===== src/periodic_cell_wrap_top_assert.svh =====
// Assertion macros for the periodic cell wrap block.
// Both macros sample on clk_i and are disabled while rst_ni is low.
`ifndef PERIODIC_CELL_WRAP_TOP_ASSERT_SVH
`define PERIODIC_CELL_WRAP_TOP_ASSERT_SVH

// The property must hold at every clock edge.
`define PCW_ASSERT_NOW(name, prop, msg) \
  name: assert property (@(posedge clk_i) disable iff (!rst_ni) prop) else $error(msg);

// The condition must hold in the cycle after the trigger.
`define PCW_ASSERT_NEXT(name, pre, post, msg) \
  name: assert property (@(posedge clk_i) disable iff (!rst_ni) (pre) |=> (post)) \
    else $error(msg);

`endif


===== src/pcw_pkg.sv =====
package pcw_pkg;

  localparam int INV_W     = 32;
  localparam int DIAG_W    = 31;
  localparam int TILT_W    = 32;
  localparam int CFG_W     = 32;
  localparam int CFG_IDX_W = 3;
  localparam int MASK_W    = 3;

  localparam logic signed [INV_W-1:0] INV_MAX = 32'sh7fff_ffff;
  localparam logic signed [INV_W-1:0] INV_MIN = 32'sh8000_0000;

  localparam logic [MASK_W-1:0] PERIODIC_ALL = 3'b111;

  typedef enum logic [CFG_IDX_W-1:0] {
    REG_CELL_AX  = 3'd0,
    REG_TILT_XY  = 3'd1,
    REG_TILT_XZ  = 3'd2,
    REG_CELL_BY  = 3'd3,
    REG_TILT_YZ  = 3'd4,
    REG_CELL_CZ  = 3'd5,
    REG_PER_MASK = 3'd6
  } reg_idx_e;

endpackage


===== src/pcw_recip.sv =====
// Bit-serial restoring divider: round(2^NUM_EXP / divisor), one quotient bit a cycle.
module pcw_recip import pcw_pkg::*; #(
  parameter int NUM_W   = 33,
  parameter int NUM_EXP = 32
) (
  input  logic                    clk_i,
  input  logic                    rst_ni,
  input  logic                    start_i,
  input  logic [DIAG_W-1:0]       divisor_i,
  output logic                    done_o,
  output logic signed [INV_W-1:0] quot_o
);

  localparam int CNT_W = $clog2(NUM_W + 1);

  logic [CNT_W-1:0]  cnt_q;
  logic              done_q;
  logic [NUM_W-1:0]  num_q;
  logic [NUM_W-1:0]  quo_q;
  logic [DIAG_W-1:0] rem_q;
  logic [DIAG_W-1:0] div_q;
  logic [DIAG_W:0]   shifted;
  logic [DIAG_W:0]   diff;
  logic              ge;

  assign shifted = {rem_q, num_q[NUM_W-1]};
  assign ge      = shifted >= {1'b0, div_q};
  assign diff    = shifted - {1'b0, div_q};

  always_ff @(posedge clk_i or negedge rst_ni) begin
    if (!rst_ni) begin
      cnt_q  <= '0;
      done_q <= 1'b0;
    end else if (start_i) begin
      cnt_q  <= CNT_W'(NUM_W);
      done_q <= 1'b0;
    end else if (cnt_q != '0) begin
      cnt_q  <= cnt_q - CNT_W'(1);
      done_q <= (cnt_q == CNT_W'(1));
    end else begin
      done_q <= 1'b0;
    end
  end

  // The rounding half of the divisor is folded into the dividend.
  always_ff @(posedge clk_i) begin
    if (start_i) begin
      num_q <= (NUM_W'(1) << NUM_EXP) + NUM_W'(divisor_i[DIAG_W-1:1]);
      rem_q <= '0;
      quo_q <= '0;
      div_q <= divisor_i;
    end else if (cnt_q != '0) begin
      num_q <= num_q << 1;
      rem_q <= ge ? diff[DIAG_W-1:0] : shifted[DIAG_W-1:0];
      quo_q <= {quo_q[NUM_W-2:0], ge};
    end
  end

  assign done_o = done_q;
  assign quot_o = (|quo_q[NUM_W-1:INV_W-1]) ? INV_MAX : $signed(quo_q[INV_W-1:0]);

endmodule


===== config.mk =====
export PLATFORM = sky130hd
export DESIGN_NAME = pcw_recip
export DESIGN_NICKNAME = d
export VERILOG_FILES = /design/src/periodic_cell_wrap_top_assert.svh /design/src/pcw_pkg.sv /design/src/pcw_recip.sv
export SDC_FILE = /design/constraint.sdc
export NUM_CORES = 1
export LEC_CHECK = 0
export BUFFER_PORTS_ARGS = -buffer_cell sky130_fd_sc_hd__buf_2
export CAP_MARGIN = 25
export CORE_AREA = 2 2 117 119
export CTS_CLUSTER_SIZE = 28
export DETAILED_ROUTE_END_ITERATION = 8
export DIE_AREA = 0 0 119 121
export GPL_TIMING_DRIVEN = 1
export PLACE_DENSITY = 0.81
export SKIP_CTS_REPAIR_TIMING = 1
export SLEW_MARGIN = 20
export SYNTH_ARGS = -nofsm -noshare
export SYNTH_HDL_FRONTEND = slang
export SYNTH_SLANG_ARGS = --single-unit

===== constraint.sdc =====
create_clock -name clk_i -period 2.8 [get_ports clk_i]
set_input_delay 0.42 -clock clk_i [delete_from_list [all_inputs] [get_ports clk_i]]
set_output_delay 0.42 -clock clk_i [all_outputs]
set_load 0.05 [all_outputs]

# Yosys cells after proc, flatten, opt, wreduce, memory -nomap -nowiden
# Index checks and enable logic that the tools add are counted.
# classes
add_sub_neg,3
order_cmp,1
n_eq_ne,1
muxes,8
reduce_logical,3
# ops
op,n
$mux 33,2
$add 33x30->33 const A,1
$ge 32x31->1,1
$mux 32,1
$mux 31,1
$sub 31x31->31,1
$mux 6,2
$eq 6x1->1 const B,1
$reduce_bool 6->1,1
$sub 6x1->6 const B,1
$mux 1,2
$reduce_bool 2->1,1
$reduce_or 2->1,1
# totals
regBits,135
inputBits,34
output_inout_bits,33
elab_cells,22

# Logic depth before layout (Yosys ltp)
# depth
ltp_word,3
depth_mapped,13
mapped_depth_nobuf,11

# Worst setup path after synthesis
# Ideal clock, no wire load.
# synth_path
path_type,reg2reg
from,reg num_q[32]
to,reg rem_q[25]
setup_ps,117
arrival_time_ps,2621
required_time_ps,2683
path_slack_ps,62
path_stages_with_launch,12
synth_period_minus_slack_ps,2738
cell_sequence,edfxtp_1 inv_1 ha_1 fa_1 and2b_1 o31a_2 o21ai_2 a211o_1 a21o_1 and2_4 or3b_1 a32o_1
# synth_via
elab_chain_cells,2
word_cells_on_any_way,3
# synth_lines
item,line_no,text
start: declaration,pcw_recip.sv:18,logic [NUM_W-1:0] num_q;
start signal: assignment,pcw_recip.sv:48,num_q <= (NUM_W'(1) << NUM_EXP) + NUM_W'(divisor_i[DIAG_W-1:1]);
start signal: assignment,pcw_recip.sv:53,num_q <= num_q << 1;
$sub 31x31->31 or $ge 32x31->1 (tied branches),"pcw_recip.sv:28, pcw_recip.sv:27",
$mux 31 (*),pcw_recip.sv:54,rem_q <= ge ? diff[DIAG_W-1:0] : shifted[DIAG_W-1:0];
end signal: assignment,pcw_recip.sv:54,
end: declaration,pcw_recip.sv:20,logic [DIAG_W-1:0] rem_q;
# Mark *: on every way between the ends. The rest lies on a longest branch, timed or not.
# A chain may end at the register's enable or synchronous reset.

# Worst setup path in the final report
# Ends and elaborated chain as after synthesis.

==> run_results.csv <==
group,metric,value,unit
outcome,status,"finished with violations",
outcome,failed_checks,"setup timing",
timing,post-route-period-util,102,%
yosys,synth-main-ff-cell,"edfxtp_1",
route,route.detailed.drc,0,
placement,place.gp.congestion,0.944,
global_route,antenna_found_initial,0,
route,wire_per_inst,17.2,um
worst_setup_path,reg2reg_slack,-0.07,ns
placement,io_buffer_count,65,
timing,rsz0062_at_grt,"true",
clocking,cts_tree,"done",
power,p_leak,3.70,nW
final_layout,n_fill_cell,988,
worst_setup_path,r2r_end,"rem_q[25]",
timing,finalSetupViolations,1,
timing,hold_viol,0,
clocking,cts_htree_levels,4,
yosys,synth.distinct_cells,71,
route,drt_pass1_iterations,5,
worst_setup_path,end_kind,"flip-flop",
worst_hold_path,min_from,"divisor_i[27]",
worst_setup_path,path_cells,"inv_1, ha_2, fa_2, and2b_1, o31a_2, o21ai_2, a211o_1, a21o_1, and2_4, or3b_1, a32o_1",
worst_setup_path,critical_path.startpoint,"num_q[32]",
timing,worst_slew_pin_slew,0.848,ns
clocking,clock_sinks,135,
global_route,first_global_vias,5357,
final_layout,n_antenna_cell,0,
worst_setup_path,crit_type,"reg -> reg",
yosys,yosysTopAreaCell,"edfxtp_1",
yosys,synth_compound_area_share,19.9,%
global_route,grt_usage,22.7,%
global_route,grt_pass1_wl,25900,um
placement,place_ws,-0.0400,ns
timing,period_minus_slack,2.87,ns
yosys,yosysWarnings,0,
route,drtIter0Drc,442,
global_route,grt_start_max_net_pins,66,
worst_setup_path,crit_slowest_cell,"fa_2",
route,vias_per_cell,5.94,
yosys,ys_top_cells_by_area,"edfxtp_1, dfxtp_1, ha_1",
yosys,synthMuxAreaShare,6.70,%
yosys,synth_xor_area_share,2.64,%
timing,final-max-slew-violation-count,0,
floorplanning,fp.dieH,121,um
global_route,overflow,0,
floorplanning,die_w,119,um
yosys,yosysSeqAreaShare,48.5,%
floorplanning,core-area,13100,sq um
worst_setup_path,reg2reg_depth,11,
yosys,synthSimpleGateAreaFrac,11.6,%
yosys,yosys.area_share.adder,6.21,%
yosys,netlist_area,6970,sq um
power,p_total,8.00,mW
final_layout,drive_above_1_share,25.7,%
worst_setup_path,cp.arrival,3.18,ns
worst_setup_path,start_kind,"flip-flop",
yosys,synth.avg_cell_area,10.7,sq um
timing,finClkSkew,0.00782,ns
floorplanning,placementRows,42,
placement,dp.cells,882,
final_layout,layout.nets,801,
timing,layout_setup_ws,-0.0687,ns
yosys,synth-edff-count,64,
yosys,yosys_register_bits,135,
final_layout,utilization,64.1,%
floorplanning,die_area,14400,sq um
final_layout,syn_to_final_growth,20.4,%
route,ant_nets,0,
worst_hold_path,hold_depth,1,
floorplanning,io_pins,67,
worst_setup_path,critPathMaxStageDelay,0.40,ns
yosys,synth_top_area_share,27.6,%
power,peakVddDrop,0.990,mV
floorplanning,initial_core_util,53.2,%
clocking,clk_pin_slew,0.06,ns
yosys,async_flop_share,5.19,%
clocking,clockBufferDepth,2,
yosys,syn_nets,721,
worst_setup_path,worst-path-buf-inv,1,
worst_setup_path,r2r_start,"num_q[32]",
placement,dp_hpwl,10400,um
yosys,synth_cells,653,
power,power.density,954,nW/um^2
worst_hold_path,min_to,"div_q[27]",
worst_setup_path,critPathMaxFanout,5,
yosys,synth_top_family_by_area,"compound AO/OA/AOI/OAI gates",
clocking,cts_buffers,17,
worst_hold_path,hp-class,"in -> reg",
clocking,clock-root-buffer,"clkbuf_16",
worst_setup_path,crit_required,3.11,ns
route,vias,5475,
run,maxCapViolCount,0,
clocking,clock_latency,0.42,ns
timing,relSlewSlack,43.5,%
final_layout,finalNonFillerCells,922,
route,wl,15900,um
worst_setup_path,critPathTopFamily,"compound AO/OA/AOI/OAI gates",
timing,fmax,349,MHz
[worst register-to-register path, stage by stage, from the launching register on]
cell and delay (ns):
edfxtp_1 0.35, inv_1 0.05, ha_2 0.20, fa_2 0.40, and2b_1 0.22, o31a_2 0.20
o21ai_2 0.07, a211o_1 0.26, a21o_1 0.20, and2_4 0.20, or3b_1 0.37, a32o_1 0.24
[registers in the layout (all words and copies together) (netlist names)]
register,count
done_o,1
div_q,31
rem_q,31
cnt_q,6
num_q,33
quo_q,33
[kinds of logic (layout without fill, tap and decap cells)]
| group | count (synthesis) | after routing |
|---|---|---|
| flops | 135 | 135 |
| simple gates | 153 | 153 |
| xor+xnor | 21 | 21 |
| buf+inv | 75 | 168 |
| fa+ha+maj | 34 | 34 |
| other cells | 1 | 1 |
| mux | 43 | 43 |
| compound gates | 191 | 191 |
[synthesized netlist by cell type (3+ instances only)]
cell type   n
o21ai_0    37
or2_2       3
nand2_1    42
inv_1      41
a22o_1     35
a211oi_2    3
a21o_1     11
o21ai_1     4
o21bai_1    5
a211oi_1    4
dfrtp_1     7
edfxtp_1   64
a2111oi_0   3
buf_1       3
dfxtp_1    64
mux2_2     29
nand2b_1    5
xor2_1      9
nor3_1      7
or3_1      33
mux2i_1    14
o21a_1     10
nor2_1     21
clkbuf_1   25
a32oi_1     9
o31ai_1     3
ha_1       33
nand3_1     7
xnor2_1    12
a21oi_1    38
a211o_1     3
nand4_1     5
nor2b_1     6
and3_1      6
and2_1      5
[report_power, final]
group | switching, mW | internal (mW)
Sequential | 0.216 | 2.39
Clock | 0.930 | 1.22
Combinational | 1.79 | 1.45
Total | 2.93 | 5.07
[placed cells by master (no fill, tap or decap), types with 5 or more instances in the layout]
master     count
o21bai_1       5
a32oi_1        7
dfrtp_1        7
inv_1         41
xor2_1         9
o21a_1        10
nand2b_1       5
or3_1         33
a22o_1        35
and3_1         6
o21ai_1       16
ha_1          30
nor2_1        21
nand3_1        6
a21oi_1       33
mux2i_1       14
xnor2_1       12
nand2_1       42
nand4_1        5
nor2b_1        6
mux2_2        29
a21o_1        11
inv_6          6
clkbuf_16     19
buf_4         22
o21ai_0       23
dfxtp_1       64
nor3_1         7
edfxtp_1      64
buf_2         65
[worst max path at each step]
stage	to	slack, ns	cells after the start
after floorplan	rem_q[25]	0.06	11
after global placement	rem_q[25]	0.06	11
after detailed placement	rem_q[25]	-0.04	11
after CTS	rem_q[25]	-0.05	11
after global routing	rem_q[25]	-0.16	11
final	rem_q[25]	-0.07	11
[metrics by stage]
| step | hold slack, ns | area, sq um | setup TNS, ns |
|---|---|---|---|
| 2_1_floorplan | 0.124 | 6970 | 0 |
| 3_3_place_gp | 0.257 | 7570 | 0 |
| 3_5_place_dp | 0.261 | 7570 | -0.0576 |
| 4_1_cts | -0.193 | 8150 | -0.0900 |
| 5_1_grt | 0.160 | 8390 | -1.29 |
| 6_report | 0.182 | 8390 | -0.0687 |
[metal layers]
metal / part of all wire (%) / track usage, %
met4: 2.0 / 9.45
met5: 0 / 0
met3: 5.6 / 6.06
met2: 49 / 37.8
met1: 43 / 28.1
[cell type report]
| type | count | area [sq um] | area share (%) |
|---|---|---|---|
| Timing Repair Buffer | 95 | 628 | 7.49 |
| Inverter | 41 | 154 | 1.83 |
| Sequential cell | 135 | 3380 | 40.3 |
| Clock buffer | 18 | 450 | 5.37 |
| Multi-Input combinational cell | 443 | 3430 | 40.9 |
| Clock inverter | 14 | 126 | 1.51 |
| Tap cell | 176 | 220 | 2.63 |
Power figures use the tool's default switching activity.
